===== src/rtl/ssms_pkg.sv =====
// Shared types, codes and helpers for the SPI save-memory sequencer.
// No dependencies; compiled first.
package ssms_pkg;

  // Request commands
  typedef enum logic [2:0] {
    CMD_WRITE  = 3'd0,
    CMD_READ   = 3'd1,
    CMD_SECTOR = 3'd2,
    CMD_CHIP   = 3'd3,
    CMD_STATUS = 3'd4
  } cmd_t;

  // Chip types
  localparam logic [1:0] TYPE_NONE   = 2'd0;
  localparam logic [1:0] TYPE_SMALL  = 2'd1;
  localparam logic [1:0] TYPE_MEDIUM = 2'd2;
  localparam logic [1:0] TYPE_FLASH  = 2'd3;
  localparam logic [1:0] CHIP_TYPE_RST = TYPE_FLASH;

  // SPI opcodes
  localparam logic [7:0] OP_WREN   = 8'h06;
  localparam logic [7:0] OP_WRITE  = 8'h02;
  localparam logic [7:0] OP_READ   = 8'h03;
  localparam logic [7:0] OP_RDSR   = 8'h05;
  localparam logic [7:0] OP_SE     = 8'hD8;
  localparam logic [7:0] OP_CE     = 8'hC7;
  localparam logic [7:0] DUMMY     = 8'h00;
  localparam int         WIP_BIT   = 0;

  localparam int MAX_RES = 8;
  localparam int RES_IW  = $clog2(MAX_RES);
  localparam int RES_CW  = $clog2(MAX_RES + 1);

  typedef enum logic [3:0] {
    PH_IDLE  = 4'b0001,
    PH_WRITE = 4'b0010,
    PH_READ  = 4'b0100,
    PH_POLL  = 4'b1000
  } phase_t;

  // One SPI action (last_result is derived at the output)
  typedef struct packed {
    logic       send_byte;
    logic [7:0] spi_value;
    logic       deselect_after;
    logic       capture_read;
    logic       await_status;
    logic       op_done;
  } res_t;

  function automatic res_t mk_res(logic snd, logic [7:0] val, logic desel,
                                  logic cap, logic aw, logic done);
    res_t r;
    r.send_byte      = snd;
    r.spi_value      = val;
    r.deselect_after = desel;
    r.capture_read   = cap;
    r.await_status   = aw;
    r.op_done        = done;
    return r;
  endfunction

endpackage


===== src/rtl/ssms_if.sv =====
// Valid/ready channel interfaces for the request and result sides.
// No package dependency.
interface ssms_in_if;
  logic        valid;
  logic        ready;
  logic [2:0]  command;
  logic [23:0] address;
  logic [7:0]  data_byte;
  logic        first_of_run;
  logic        last_of_run;

  modport source (output valid, command, address, data_byte, first_of_run,
                  last_of_run, input ready);
  modport sink   (input valid, command, address, data_byte, first_of_run,
                  last_of_run, output ready);
endinterface

interface ssms_out_if;
  logic       valid;
  logic       ready;
  logic       send_byte;
  logic [7:0] spi_value;
  logic       deselect_after;
  logic       capture_read;
  logic       await_status;
  logic       op_done;
  logic       last_result;

  modport source (output valid, send_byte, spi_value, deselect_after,
                  capture_read, await_status, op_done, last_result,
                  input ready);
  modport sink   (input valid, send_byte, spi_value, deselect_after,
                  capture_read, await_status, op_done, last_result,
                  output ready);
endinterface


===== src/rtl/spi_save_memory_sequencer_unit.sv =====
// Top level of the SPI save-memory sequencer.
// Depends on ssms_pkg and the channel interfaces in ssms_if.sv.
//
// Turns byte-level save-memory requests into the SPI byte stream for a
// serial EEPROM or flash chip: reads, chunked writes (write enable before
// each chunk, status polling after it), sector and chip erase. Each
// accepted request is decoded into a list of up to eight SPI actions
// held in a result register, then handed out one action per cycle
// while the receiver is ready. The next request is taken in the same
// cycle as the last action of the previous one; a request yields at
// most 8 actions (write run start on flash with chunk close). Requests
// that do not fit the current phase yield no action.
// chip_type (reset 3) may only be written while no request is in flight.
module spi_save_memory_sequencer_unit #(
  parameter int TYPE1_CHUNK = 16,
  parameter int TYPE2_CHUNK = 128,
  parameter int TYPE3_CHUNK = 256
) (
  input  logic             clk,
  input  logic             rst_n,
  input  logic             cfg_wr_en,
  input  logic [1:0]       cfg_wr_data,
  ssms_in_if.sink          in_req,
  ssms_out_if.source       out_req
);

  // chunk sizes fit the 9-bit byte counter
  localparam logic [8:0] CHUNK1 = 9'(TYPE1_CHUNK);
  localparam logic [8:0] CHUNK2 = 9'(TYPE2_CHUNK);
  localparam logic [8:0] CHUNK3 = 9'(TYPE3_CHUNK);

  // sequencing state
  ssms_pkg::phase_t phase_r, phase_nxt;
  logic             frame_open_r, frame_open_nxt;
  logic [8:0]       chunk_cnt_r, chunk_cnt_nxt;
  logic             run_pend_r, run_pend_nxt;
  logic [1:0]       chip_type_r;

  // result list register and drain pointer
  ssms_pkg::res_t                  list_r [ssms_pkg::MAX_RES];
  ssms_pkg::res_t                  list_nxt [ssms_pkg::MAX_RES];
  logic [ssms_pkg::RES_CW-1:0]     cnt_r, n;
  logic [ssms_pkg::RES_IW-1:0]     idx_r;
  logic                            busy_r;

  logic       in_acc, out_take, at_last;
  logic [1:0] ty;
  logic [8:0] csize, cc_base, cc;
  logic       close;
  logic [7:0] hcode;

  // ------------------------------------------------------------------
  // handshake
  // ------------------------------------------------------------------
  assign at_last  = ({1'b0, idx_r} == (cnt_r - ssms_pkg::RES_CW'(1)));
  assign out_take = busy_r & out_req.ready;
  assign in_req.ready = ~busy_r | (out_req.ready & at_last);
  assign in_acc   = in_req.valid & in_req.ready;

  // ------------------------------------------------------------------
  // decode: one request -> list of SPI actions and next state
  // ------------------------------------------------------------------
  assign ty = (chip_type_r == ssms_pkg::TYPE_NONE) ? ssms_pkg::TYPE_SMALL : chip_type_r;

  always_comb begin
    case (ty)
      ssms_pkg::TYPE_SMALL:  csize = CHUNK1;
      ssms_pkg::TYPE_MEDIUM: csize = CHUNK2;
      default:               csize = CHUNK3;
    endcase
  end

  always_comb begin
    phase_nxt      = phase_r;
    frame_open_nxt = frame_open_r;
    chunk_cnt_nxt  = chunk_cnt_r;
    run_pend_nxt   = run_pend_r;
    n              = '0;
    cc_base        = chunk_cnt_r;
    cc             = '0;
    close          = 1'b0;
    hcode          = '0;
    for (int i = 0; i < ssms_pkg::MAX_RES; i++) begin
      list_nxt[i] = '0;
    end

    case (ssms_pkg::cmd_t'(in_req.command))
      ssms_pkg::CMD_WRITE: begin
        if ((phase_r == ssms_pkg::PH_IDLE && in_req.first_of_run) ||
            phase_r == ssms_pkg::PH_WRITE) begin
          if (phase_r == ssms_pkg::PH_IDLE || !frame_open_r) begin
            // new chunk: write enable, then program header
            list_nxt[n[ssms_pkg::RES_IW-1:0]] =
              ssms_pkg::mk_res(1'b1, ssms_pkg::OP_WREN, 1'b1, 1'b0, 1'b0, 1'b0);
            n = n + ssms_pkg::RES_CW'(1);
            hcode = ssms_pkg::OP_WRITE;
            if (ty == ssms_pkg::TYPE_SMALL) hcode[3] = in_req.address[8];
            list_nxt[n[ssms_pkg::RES_IW-1:0]] =
              ssms_pkg::mk_res(1'b1, hcode, 1'b0, 1'b0, 1'b0, 1'b0);
            n = n + ssms_pkg::RES_CW'(1);
            if (ty == ssms_pkg::TYPE_FLASH) begin
              list_nxt[n[ssms_pkg::RES_IW-1:0]] = ssms_pkg::mk_res(1'b1,
                in_req.address[23:16], 1'b0, 1'b0, 1'b0, 1'b0);
              n = n + ssms_pkg::RES_CW'(1);
            end
            if (ty != ssms_pkg::TYPE_SMALL) begin
              list_nxt[n[ssms_pkg::RES_IW-1:0]] = ssms_pkg::mk_res(1'b1,
                in_req.address[15:8], 1'b0, 1'b0, 1'b0, 1'b0);
              n = n + ssms_pkg::RES_CW'(1);
            end
            list_nxt[n[ssms_pkg::RES_IW-1:0]] = ssms_pkg::mk_res(1'b1,
              in_req.address[7:0], 1'b0, 1'b0, 1'b0, 1'b0);
            n = n + ssms_pkg::RES_CW'(1);
            frame_open_nxt = 1'b1;
            cc_base        = '0;
            phase_nxt      = ssms_pkg::PH_WRITE;
          end
          cc    = cc_base + 9'd1;
          close = in_req.last_of_run | (cc >= csize);
          list_nxt[n[ssms_pkg::RES_IW-1:0]] = ssms_pkg::mk_res(1'b1,
            in_req.data_byte, close, 1'b0, 1'b0, 1'b0);
          n = n + ssms_pkg::RES_CW'(1);
          chunk_cnt_nxt = cc;
          if (close) begin
            run_pend_nxt = ~in_req.last_of_run;
            list_nxt[n[ssms_pkg::RES_IW-1:0]] = ssms_pkg::mk_res(1'b1,
              ssms_pkg::OP_RDSR, 1'b0, 1'b0, 1'b0, 1'b0);
            n = n + ssms_pkg::RES_CW'(1);
            list_nxt[n[ssms_pkg::RES_IW-1:0]] = ssms_pkg::mk_res(1'b1,
              ssms_pkg::DUMMY, 1'b0, 1'b0, 1'b1, 1'b0);
            n = n + ssms_pkg::RES_CW'(1);
            phase_nxt      = ssms_pkg::PH_POLL;
            frame_open_nxt = 1'b1;
            chunk_cnt_nxt  = '0;
          end
        end
      end

      ssms_pkg::CMD_READ: begin
        if (phase_r == ssms_pkg::PH_IDLE && in_req.first_of_run) begin
          hcode = ssms_pkg::OP_READ;
          if (ty == ssms_pkg::TYPE_SMALL) hcode[3] = in_req.address[8];
          list_nxt[n[ssms_pkg::RES_IW-1:0]] =
            ssms_pkg::mk_res(1'b1, hcode, 1'b0, 1'b0, 1'b0, 1'b0);
          n = n + ssms_pkg::RES_CW'(1);
          if (ty == ssms_pkg::TYPE_FLASH) begin
            list_nxt[n[ssms_pkg::RES_IW-1:0]] = ssms_pkg::mk_res(1'b1,
              in_req.address[23:16], 1'b0, 1'b0, 1'b0, 1'b0);
            n = n + ssms_pkg::RES_CW'(1);
          end
          if (ty != ssms_pkg::TYPE_SMALL) begin
            list_nxt[n[ssms_pkg::RES_IW-1:0]] = ssms_pkg::mk_res(1'b1,
              in_req.address[15:8], 1'b0, 1'b0, 1'b0, 1'b0);
            n = n + ssms_pkg::RES_CW'(1);
          end
          list_nxt[n[ssms_pkg::RES_IW-1:0]] = ssms_pkg::mk_res(1'b1,
            in_req.address[7:0], 1'b0, 1'b0, 1'b0, 1'b0);
          n = n + ssms_pkg::RES_CW'(1);
          phase_nxt      = ssms_pkg::PH_READ;
          frame_open_nxt = 1'b1;
        end
        if (phase_nxt == ssms_pkg::PH_READ) begin
          list_nxt[n[ssms_pkg::RES_IW-1:0]] = ssms_pkg::mk_res(1'b1,
            ssms_pkg::DUMMY, in_req.last_of_run, 1'b1, 1'b0, in_req.last_of_run);
          n = n + ssms_pkg::RES_CW'(1);
          if (in_req.last_of_run) begin
            phase_nxt      = ssms_pkg::PH_IDLE;
            frame_open_nxt = 1'b0;
          end
        end
      end

      ssms_pkg::CMD_SECTOR, ssms_pkg::CMD_CHIP: begin
        if (phase_r == ssms_pkg::PH_IDLE) begin
          list_nxt[n[ssms_pkg::RES_IW-1:0]] =
            ssms_pkg::mk_res(1'b1, ssms_pkg::OP_WREN, 1'b1, 1'b0, 1'b0, 1'b0);
          n = n + ssms_pkg::RES_CW'(1);
          if (in_req.command == ssms_pkg::CMD_SECTOR) begin
            // sector erase always carries three address bytes
            list_nxt[n[ssms_pkg::RES_IW-1:0]] =
              ssms_pkg::mk_res(1'b1, ssms_pkg::OP_SE, 1'b0, 1'b0, 1'b0, 1'b0);
            n = n + ssms_pkg::RES_CW'(1);
            list_nxt[n[ssms_pkg::RES_IW-1:0]] = ssms_pkg::mk_res(1'b1,
              in_req.address[23:16], 1'b0, 1'b0, 1'b0, 1'b0);
            n = n + ssms_pkg::RES_CW'(1);
            list_nxt[n[ssms_pkg::RES_IW-1:0]] = ssms_pkg::mk_res(1'b1,
              in_req.address[15:8], 1'b0, 1'b0, 1'b0, 1'b0);
            n = n + ssms_pkg::RES_CW'(1);
            list_nxt[n[ssms_pkg::RES_IW-1:0]] = ssms_pkg::mk_res(1'b1,
              in_req.address[7:0], 1'b1, 1'b0, 1'b0, 1'b0);
            n = n + ssms_pkg::RES_CW'(1);
          end else begin
            list_nxt[n[ssms_pkg::RES_IW-1:0]] =
              ssms_pkg::mk_res(1'b1, ssms_pkg::OP_CE, 1'b1, 1'b0, 1'b0, 1'b0);
            n = n + ssms_pkg::RES_CW'(1);
          end
          run_pend_nxt = 1'b0;
          list_nxt[n[ssms_pkg::RES_IW-1:0]] = ssms_pkg::mk_res(1'b1,
            ssms_pkg::OP_RDSR, 1'b0, 1'b0, 1'b0, 1'b0);
          n = n + ssms_pkg::RES_CW'(1);
          list_nxt[n[ssms_pkg::RES_IW-1:0]] = ssms_pkg::mk_res(1'b1,
            ssms_pkg::DUMMY, 1'b0, 1'b0, 1'b1, 1'b0);
          n = n + ssms_pkg::RES_CW'(1);
          phase_nxt      = ssms_pkg::PH_POLL;
          frame_open_nxt = 1'b1;
          chunk_cnt_nxt  = '0;
        end
      end

      ssms_pkg::CMD_STATUS: begin
        if (phase_r == ssms_pkg::PH_POLL) begin
          if (in_req.data_byte[ssms_pkg::WIP_BIT]) begin
            // still busy: clock out another status byte
            list_nxt[n[ssms_pkg::RES_IW-1:0]] = ssms_pkg::mk_res(1'b1,
              ssms_pkg::DUMMY, 1'b0, 1'b0, 1'b1, 1'b0);
            n = n + ssms_pkg::RES_CW'(1);
          end else begin
            list_nxt[n[ssms_pkg::RES_IW-1:0]] = ssms_pkg::mk_res(1'b0,
              ssms_pkg::DUMMY, 1'b1, 1'b0, 1'b0, ~run_pend_r);
            n = n + ssms_pkg::RES_CW'(1);
            frame_open_nxt = 1'b0;
            chunk_cnt_nxt  = '0;
            phase_nxt      = run_pend_r ? ssms_pkg::PH_WRITE : ssms_pkg::PH_IDLE;
            run_pend_nxt   = 1'b0;
          end
        end
      end

      default: ;  // unused command codes are dropped
    endcase
  end

  // ------------------------------------------------------------------
  // registers
  // ------------------------------------------------------------------
  always_ff @(posedge clk) begin
    if (!rst_n) begin
      chip_type_r <= ssms_pkg::CHIP_TYPE_RST;
    end else if (cfg_wr_en) begin
      chip_type_r <= cfg_wr_data;
    end
  end

  always_ff @(posedge clk) begin
    if (!rst_n) begin
      phase_r      <= ssms_pkg::PH_IDLE;
      frame_open_r <= 1'b0;
      chunk_cnt_r  <= '0;
      run_pend_r   <= 1'b0;
      busy_r       <= 1'b0;
      cnt_r        <= '0;
      idx_r        <= '0;
    end else if (in_acc) begin
      phase_r      <= phase_nxt;
      frame_open_r <= frame_open_nxt;
      chunk_cnt_r  <= chunk_cnt_nxt;
      run_pend_r   <= run_pend_nxt;
      busy_r       <= (n != '0);
      cnt_r        <= n;
      idx_r        <= '0;
    end else if (out_take) begin
      if (at_last) begin
        busy_r <= 1'b0;
      end else begin
        idx_r <= idx_r + ssms_pkg::RES_IW'(1);
      end
    end
  end

  // action list payload, no reset needed
  always_ff @(posedge clk) begin
    if (in_acc) begin
      list_r <= list_nxt;
    end
  end

  // ------------------------------------------------------------------
  // result channel
  // ------------------------------------------------------------------
  assign out_req.valid          = busy_r;
  assign out_req.send_byte      = list_r[idx_r].send_byte;
  assign out_req.spi_value      = list_r[idx_r].spi_value;
  assign out_req.deselect_after = list_r[idx_r].deselect_after;
  assign out_req.capture_read   = list_r[idx_r].capture_read;
  assign out_req.await_status   = list_r[idx_r].await_status;
  assign out_req.op_done        = list_r[idx_r].op_done;
  assign out_req.last_result    = at_last;

  // ------------------------------------------------------------------
  // assertions
  // ------------------------------------------------------------------
  a_busy_has_list: assert property (@(posedge clk) disable iff (!rst_n)
    busy_r |-> (cnt_r != '0))
    else $error("pending list is empty");

  a_cnt_bound: assert property (@(posedge clk) disable iff (!rst_n)
    cnt_r <= ssms_pkg::RES_CW'(ssms_pkg::MAX_RES))
    else $error("action count too large");

  a_accept_on_last: assert property (@(posedge clk) disable iff (!rst_n)
    (in_acc && busy_r) |-> (out_req.ready && at_last))
    else $error("request accepted before list drained");

  a_done_idle: assert property (@(posedge clk) disable iff (!rst_n)
    (busy_r && out_req.op_done) |-> (phase_r == ssms_pkg::PH_IDLE && at_last))
    else $error("op_done while not idle or not last");

  a_poll_frame: assert property (@(posedge clk) disable iff (!rst_n)
    (phase_r == ssms_pkg::PH_POLL) |-> frame_open_r)
    else $error("polling without open frame");

endmodule


===== src/flat_wrapper.sv =====
// flat-port wrapper written by rule: the top's interface ports become plain ports
module spi_save_memory_sequencer_unit_flat 
#(
  parameter int TYPE1_CHUNK = 16,
  parameter int TYPE2_CHUNK = 128,
  parameter int TYPE3_CHUNK = 256
)
  (clk, rst_n, cfg_wr_en, cfg_wr_data, in_req_valid, in_req_command, in_req_address, in_req_data_byte, in_req_first_of_run, in_req_last_of_run, in_req_ready, out_req_valid, out_req_send_byte, out_req_spi_value, out_req_deselect_after, out_req_capture_read, out_req_await_status, out_req_op_done, out_req_last_result, out_req_ready);
  ssms_in_if in_req_i ();
  ssms_out_if out_req_i ();
  input  logic clk;
  input  logic rst_n;
  input  logic cfg_wr_en;
  input  logic [1:0] cfg_wr_data;
  input wire logic [$bits(in_req_i.valid)-1:0] in_req_valid;
  input wire logic [$bits(in_req_i.command)-1:0] in_req_command;
  input wire logic [$bits(in_req_i.address)-1:0] in_req_address;
  input wire logic [$bits(in_req_i.data_byte)-1:0] in_req_data_byte;
  input wire logic [$bits(in_req_i.first_of_run)-1:0] in_req_first_of_run;
  input wire logic [$bits(in_req_i.last_of_run)-1:0] in_req_last_of_run;
  output wire logic [$bits(in_req_i.ready)-1:0] in_req_ready;
  output wire logic [$bits(out_req_i.valid)-1:0] out_req_valid;
  output wire logic [$bits(out_req_i.send_byte)-1:0] out_req_send_byte;
  output wire logic [$bits(out_req_i.spi_value)-1:0] out_req_spi_value;
  output wire logic [$bits(out_req_i.deselect_after)-1:0] out_req_deselect_after;
  output wire logic [$bits(out_req_i.capture_read)-1:0] out_req_capture_read;
  output wire logic [$bits(out_req_i.await_status)-1:0] out_req_await_status;
  output wire logic [$bits(out_req_i.op_done)-1:0] out_req_op_done;
  output wire logic [$bits(out_req_i.last_result)-1:0] out_req_last_result;
  input wire logic [$bits(out_req_i.ready)-1:0] out_req_ready;
  assign in_req_i.valid = in_req_valid;
  assign in_req_i.command = in_req_command;
  assign in_req_i.address = in_req_address;
  assign in_req_i.data_byte = in_req_data_byte;
  assign in_req_i.first_of_run = in_req_first_of_run;
  assign in_req_i.last_of_run = in_req_last_of_run;
  assign in_req_ready = in_req_i.ready;
  assign out_req_valid = out_req_i.valid;
  assign out_req_send_byte = out_req_i.send_byte;
  assign out_req_spi_value = out_req_i.spi_value;
  assign out_req_deselect_after = out_req_i.deselect_after;
  assign out_req_capture_read = out_req_i.capture_read;
  assign out_req_await_status = out_req_i.await_status;
  assign out_req_op_done = out_req_i.op_done;
  assign out_req_last_result = out_req_i.last_result;
  assign out_req_i.ready = out_req_ready;
  spi_save_memory_sequencer_unit #(.TYPE1_CHUNK(TYPE1_CHUNK), .TYPE2_CHUNK(TYPE2_CHUNK), .TYPE3_CHUNK(TYPE3_CHUNK)) u_core (.clk(clk), .rst_n(rst_n), .cfg_wr_en(cfg_wr_en), .cfg_wr_data(cfg_wr_data), .in_req(in_req_i), .out_req(out_req_i));
endmodule

===== config.mk =====
export PLATFORM = sky130hd
export DESIGN_NAME = spi_save_memory_sequencer_unit_flat
export DESIGN_NICKNAME = d
export VERILOG_FILES = /design/src/rtl/ssms_pkg.sv /design/src/rtl/ssms_if.sv /design/src/rtl/spi_save_memory_sequencer_unit.sv /design/src/flat_wrapper.sv
export SDC_FILE = /design/constraint.sdc
export NUM_CORES = 1
export LEC_CHECK = 0
export ABC_AREA = 1
export BUFFER_PORTS_ARGS = -buffer_cell sky130_fd_sc_hd__buf_2
export CAP_MARGIN = 20
export CORE_MARGIN = 1
export CORE_UTILIZATION = 35
export DETAILED_ROUTE_END_ITERATION = 7
export PLACE_DENSITY = 0.57
export SLEW_MARGIN = 20
export SYNTH_ARGS = -nofsm -noshare
export SYNTH_HDL_FRONTEND = slang
export SYNTH_SLANG_ARGS = --single-unit

===== constraint.sdc =====
create_clock -name clk -period 5.9 [get_ports clk]
set_input_delay 1.77 -clock clk [delete_from_list [all_inputs] [get_ports clk]]
set_output_delay 1.77 -clock clk [all_outputs]
set_load 0.05 [all_outputs]

==> qor.txt, run 1 <==
Via-to-Cell Ratio: 5.321
Post-synth EDFFs: 104
Hold Crit Start: u_core.chunk_cnt_r[6]
Synthesized area per cell: 8.312 sq um
Largest net degree at the start of global routing: 110
Post-cts resize count: 0
CP startpoint kind: flip-flop
CP Data Arrival Time: 4670 ps
Setup bufs post-CTS: 0
Status: complete, no violations
CTS Buf Count: 17
WL final: 22420 um
Nets: 1026
Post-synthesis sequential area ratio: 0.4849
Cell row count: 53
CTS Buffer Depth: 2
Synth cell count leaders: 164 x nor2_1, 104 x edfxtp_1, 104 x inv_1, 100 x o21ai_0, 93 x nand2_1
R2R cell count: 22
Detailed placement HPWL: 16140 um
Leakage: 0.003492 uW
Layout cell share with drive strength beyond 1: 0.1455
Worst slew margin: 0.4065
TNS Setup: 0 ps
Antenna viol nets, final: 0
Total gr overflow: 0
CTS tree: done
Drt drc: 0
Final hold slack: 466.3 ps
Worst Hold End: u_core.chunk_cnt_r[6]
Synth area leaders: edfxtp_1 42%, nor2_1 8.2%, dfxtp_1 6.7%
PwrDens: 311.9 nW/um^2
Initial Util: 0.3566
Final Max Slew Viols: 0
Diodes inserted: 0
Clk root buf: clkbuf_16
Crit path max fanout: 17
Dominant synthesized flop cell: edfxtp_1
Post-synthesis cell area: 7472 sq um
Hold bufs inserted after CTS: 0
Most common cell in the netlist: nor2_1
Gate Count Post-Synth: 899
Initial DRT Pass Iterations: 6
Reg-to-reg endpoint: u_core.list_r[51]
First-pass GRT wire length: 34710 um
Routed WL per cell: 17.82 um
CTS Sinks: 129
Final estimated routing congestion in global placement: 0.9606
Drt initial violations: 675
Crit path time final: 4496 ps
Worst Tran Pin Value: 889.2 ps
Max H-tree Level: 4
Asr flop ratio synth: 0
Max_cap viols: 0
Setup Skew: 7.558 ps
RR Startpoint: u_core.phase_r[2]
Worst vdd ir: 0.2237 mV
Number of synthesized register bits: 129
Area leader, netlist: edfxtp_1
Number of port buffers: 59
Synth cell types: 48
Vias: 6694
Critical Setup Path Class: flip-flop to flip-flop
Die W: 148.1 um
Setup Viol. Count Final: 0
Min-Delay Path Depth: 2
Syn-to-layout area delta: 16.28%
Fmax: 222.4 MHz
Clk_lat worst skew: 420 ps
Req. time, crit path: 6080 ps
Crit end category: flip-flop
Initial antenna violation count: 0
Core area: 20960 sq um
Vias in the first global route: 6260
GRT Resource Usage Total: 0.2090
Synth warn: 0
Die height: 148.1 um
Final worst-path cycle share: 0.7621
Die area: 21940 sq um
I/O pins: 60
Flop2flop setup slack: 1400 ps
Clk pin slew, worst setup/hold paths: 60 ps
Synth top area share: 0.4180
RSZ-0062 raised after global routing: false
Worst hold path class: flip-flop to flip-flop
Final Hold Viols: 0
layout by cell type, fill, tap and decap left out, types with 3 or more instances in the layout:
master | netlist | final
o21ai_0 | 100 | 100
a22oi_1 | 6 | 6
o211ai_1 | 12 | 12
xnor2_1 | 5 | 5
nor2_4 | 2 | 3
clkinv_4 | 0 | 3
dfxtp_1 | 25 | 24
nand2_2 | 5 | 5
nand2_4 | 4 | 4
nand3_2 | 3 | 3
ha_1 | 12 | 12
clkbuf_16 | 0 | 17
o221ai_1 | 10 | 10
a21oi_1 | 30 | 30
buf_2 | 4 | 59
clkinv_2 | 0 | 3
a31oi_1 | 14 | 14
nand4_1 | 8 | 8
nand3_1 | 45 | 45
inv_2 | 11 | 11
nor3_1 | 16 | 16
o21ai_1 | 3 | 3
nor2_1 | 164 | 164
buf_4 | 2 | 6
nand2_1 | 93 | 93
edfxtp_1 | 104 | 104
o31ai_1 | 6 | 6
o22ai_1 | 42 | 42
conb_1 | 2 | 24
inv_1 | 104 | 104
xor2_1 | 5 | 5
nor2_2 | 13 | 12
metal layers:
layer  track usage  up-vias  wire [um]
li1              -     3240          -
met1        0.2876     3130      10220
met2        0.3183      275       9946
met3       0.04448       49       1514
met4       0.08660        0        742
met5             0        -          0
registers in the layout, indices dropped and copies added, names as in the netlist:
name,cells
u_core.list_r,104
u_core.chunk_cnt_r,9
u_core.cnt_r,4
u_core.phase_r,4
u_core.idx_r,3
u_core.chip_type_r,2
u_core.frame_open_r,1
u_core.out_req.valid,1
u_core.run_pend_r,1
final cells by class:
class,count,area [sq um]
fill,2159,12270
sequential,129,3625
multi-input combinational,640,3338
inverter,116,435.4
clock inverter,15,160.2
timing repair buffer,66,360.3
tap,275,344.1
clock buffer,17,425.4
worst max-delay path: stages, from the launching register on:
cell and delay [ps]:
dfxtp_1 400, nor2_2 80, nand2_4 150, nand2_4 150, inv_2 320, nand2_1 120, inv_1 90, ha_1 190
nand2_1 100, nor2_4 140, nand4_1 100, xor2_1 170, ha_1 290, nand2_1 70, nor2_1 120, nand3_1 80
nor2_1 100, nand3_1 110, nand3_2 310, inv_2 140, o21ai_0 450, inv_1 160, o21ai_0 380
power by group:
part / switching, uW / internal [uW] / leakage [uW]
registers: 33.8 / 1100 / 0.00123
clock network: 415 / 627 / 0.000285
logic: 401 / 138 / 0.00198
cell families (layout without fill, tap and decap cells):
family                     after synthesis  after routing  share of synthesized area
buffers and inverters                  152            214                    0.08004
and+or+nand+nor                        360            360                     0.2147
DFF                                    129            129                     0.4849
adders and majority gates               12             12                    0.02009
AOI/OAI and AO/OA                      233            233                     0.1839
xor gates and xnor gates                11             11                    0.01541
other                                    2             24                   0.001005
metrics by stage:
step                      total power, uW    util  setup slack (ps)  area, sq um  cells
after floorplan                      1521       -             214.8         7555    921
final                                2710  0.4146              1404         8688   1258
after detailed placement             1678  0.3867              1247         8103   1226
after global routing                 2817  0.4146             969.0         8688   1258
after CTS                            2716  0.4146              1446         8688   1258
after global placement               1679  0.3867              1469         8103   1226
worst max-delay path by stage:
stage,startpoint,endpoint,cells past startpoint
final,u_core.phase_r[2],u_core.list_r[51],22
after global routing,u_core.frame_open_r,u_core.list_r[51],20
after CTS,u_core.idx_r[1],out_req_spi_value[2],7
after detailed placement,in_req_command[2],u_core.list_r[56],8
after global placement,in_req_command[2],u_core.list_r[56],8
after floorplan,out_req_ready,u_core.phase_r[1],13
No activity file was read; power rests on OpenSTA's default activity.
==> inputs of run 2 (changes only) <==
==> constraint.sdc (replaced) <==
create_clock -name clk -period 3.9 [get_ports clk]
set_input_delay 1.17 -clock clk [delete_from_list [all_inputs] [get_ports clk]]
set_output_delay 1.17 -clock clk [all_outputs]
set_load 0.05 [all_outputs]
==> run 2 against run 1 <==
- global-route usage increased by 0.76 points
- final cell count increased by 2.4%
- worst setup slack worse by 1100 ps
- power increased by 57%
- maximum frequency increased by 26%
- core utilization rose by 1.4 points
- largest cell class unchanged
==> qor.txt, run 2 (synthesized netlist as in run 1, its figures left out) <==
Post-route setup slack: 326.0 ps (-1078 ps)
Worst Tran Pin Value: 731.2 ps (-158.0 ps)
Worst hold path class: flip-flop to flip-flop
Setup Skew: 7.834 ps (+0.2755 ps)
Worst setup path end: u_core.list_r[50]
Worst slew margin: 0.5074 (+0.1008)
Largest register by flop count: u_core.list_r
Pre-CTS setup slack: 223.7 ps (-1023 ps)
Status: complete, no violations
Leakage: 0.003666 uW (+5.0%)
Crit path max fanout: 12 (-5)
CTS Buf Count: 17 (unchanged)
Syn-to-layout area delta: 20.08%
PwrDens: 475.3 nW/um^2 (+52%)
Max H-tree Level: 4 (unchanged)
Flop2flop setup slack: 330 ps (-1080 ps)
Clk pin slew, worst setup/hold paths: 60 ps (about the same)
Initial Util: 0.3566 (unchanged)
CP startpoint: u_core.phase_r[3]
Vias in the first global route: 6519 (+4.1%)
Most frequent cells in the layout: 164 x nor2_1, 104 x inv_1, 104 x edfxtp_1, 99 x o21ai_0, 93 x nand2_1
CTS Sinks: 129 (unchanged)
Final Max Slew Viols: 0 (unchanged)
Diodes inserted: 0 (unchanged)
Vias: 6713 (+0.28%)
Worst vdd ir: 0.2964 mV (+33%)
RR Startpoint: u_core.phase_r[3]
CP startpoint kind: flip-flop
Die height: 148.1 um (unchanged)
Power, Total: 4265 uW (+57%)
First-pass GRT wire length: 35980 um (+3.6%)
CP max-delay cell: dfxtp_1
Detailed placement HPWL: 16680 um (+3.3%)
Crit path max-delay family: simple AND/OR/NAND/NOR gates
Via-to-Cell Ratio: 5.212 (-2.1%)
Number of port buffers: 59 (unchanged)
Fmax: 279.8 MHz (+26%)
CTS tree: done
Initial antenna violation count: 0 (unchanged)
Routed WL per cell: 17.58 um (-1.4%)
Drt initial violations: 589 (-13%)
Layout cell share with drive strength beyond 1: 0.1728 (+0.02728)
Buffer and inverter count on the worst path: 2 (-2)
Total gr overflow: 0 (unchanged)
Min-Delay Path Depth: 2 (unchanged)
Clk_lat worst skew: 420 ps (about the same)
Largest register FFs: 104 (unchanged)
R2R cell count: 21 (-4.5%)
Req. time, crit path: 4050 ps (-2030 ps)
Crit end category: flip-flop
RSZ-0062 raised after global routing: false
GRT Resource Usage Total: 0.2166 (+0.007562)
Max_cap viols: 0 (unchanged)
TNS Setup: 0 ps (unchanged)
CP Data Arrival Time: 3730 ps (-940 ps)
Largest registers: u_core.list_r (104), u_core.chunk_cnt_r (9)
Die area: 21940 sq um (unchanged)
Antenna viol nets, final: 0 (unchanged)
Critical Setup Path Class: flip-flop to flip-flop
Die W: 148.1 um (unchanged)
Core area: 20960 sq um (unchanged)
CTS Buffer Depth: 2 (unchanged)
Clk root buf: clkbuf_16
Most common cell after layout, fill and taps aside: nor2_1
Drt drc: 0 (unchanged)
Nets: 1056 (+2.9%)
Reg-to-reg endpoint: u_core.list_r[50]
Cell row count: 53 (unchanged)
Initial DRT Pass Iterations: 6 (unchanged)
Crit path time final: 3574 ps (-922.3 ps)
Largest net degree at the start of global routing: 109 (-0.91%)
Crit path largest cell delay: 390 ps (-60 ps)
Hold bufs inserted after CTS: 0 (unchanged)
CP Cell Sequence: nor2_2 -> nand2_4 -> nand2_4 -> nor2_1 -> ha_1 -> nand2_1 -> nor2_4 -> nand4_1 -> xor2_1 -> ha_1 -> nand2_1 -> nor2_1 -> nand3_1 -> nor2_1 -> nand3_1 -> nand3_4 -> inv_2 -> o21ai_1 -> inv_1 -> nand2_1 -> o22ai_1
Final design utilization: 0.4282 (+0.01355)
Crit path depth: 21 (-4.5%)
Final Hold Viols: 0 (unchanged)
WL final: 22650 um (+0.99%)
Setup Viol. Count Final: 0 (unchanged)
Final estimated routing congestion in global placement: 0.9222 (-4.0%)
I/O pins: 60 (unchanged)
Final worst-path cycle share: 0.9164 (+0.1543)
## run 2: cell types whose count changed in the layout (fill, tap and decap cells not counted), sizes merged
cell	previous run	this run
buf	66	96
bufinv	2	4
clkinv	8	7
clkinvlp	2	1
## run 2: power by group
part	leakage (uW)	total, uW	switching [uW]	internal, uW
registers	0.00123	1710	52.2	1660
logic	0.00213	849	611	238
clock network	0.000310	1710	628	1080
total	0.00367	4260	1290	2970
## run 2: metal layers
| metal | track usage | up-vias | wire length (um) | part of all wire |
|---|---|---|---|---|
| met3 | 0.03712 | 34 | 1407 | 0.062 |
| met2 | 0.3265 | 241 | 10150 | 0.45 |
| met1 | 0.3053 | 3132 | 10540 | 0.47 |
| met5 | 0 | - | 0 | 0 |
| li1 | - | 3306 | - | - |
| met4 | 0.09278 | 0 | 555 | 0.025 |
## run 2: worst min-delay path: cells and delay by family, from the launching register on
kind / cells / cell delay (ps)
and+or+nand+nor: 1 / 60
AOI/OAI and AO/OA: 1 / 60
DFF: 1 / 310
## run 2: layout make-up
type / instances / area [sq um]
Fill cell: 2145 / 11980
Sequential cell: 129 / 3625
Multi-Input combinational cell: 640 / 3351
Timing Repair Buffer: 96 / 585.6
Inverter: 116 / 435.4
Clock buffer: 17 / 425.4
Tap cell: 275 / 344.1
Clock inverter: 15 / 206.4
## run 2: what timing repair did
action	4_1_cts	5_1_grt
setup buffers	0	0
setup endpoints to repair	0	11
hold endpoints to repair	0	0
resized for setup	0	3
## run 2: how the worst min path moves through the flow
| stage | endpoint | startpoint | slack [ps] |
|---|---|---|---|
| after CTS | u_core.chunk_cnt_r[6] | u_core.chunk_cnt_r[6] | 480 |
| after detailed placement | u_core.chunk_cnt_r[6] | u_core.chunk_cnt_r[6] | 470 |
| after global placement | u_core.chunk_cnt_r[6] | u_core.chunk_cnt_r[6] | 460 |
| after global routing | u_core.chunk_cnt_r[1] | u_core.chunk_cnt_r[1] | 500 |
| final | u_core.chunk_cnt_r[6] | u_core.chunk_cnt_r[6] | 470 |
| after floorplan | u_core.chunk_cnt_r[6] | u_core.chunk_cnt_r[6] | 450 |
## run 2: through the flow
step | cells | cell area (sq um) | hold slack, ps
final | 1288 | 8972 | 473.6
after detailed placement | 1256 | 8328 | 470.4
after floorplan | 921 | 7560 | 445.3
after global routing | 1288 | 8972 | 503.8
after CTS | 1288 | 8960 | 480.7
after global placement | 1256 | 8328 | 455.0
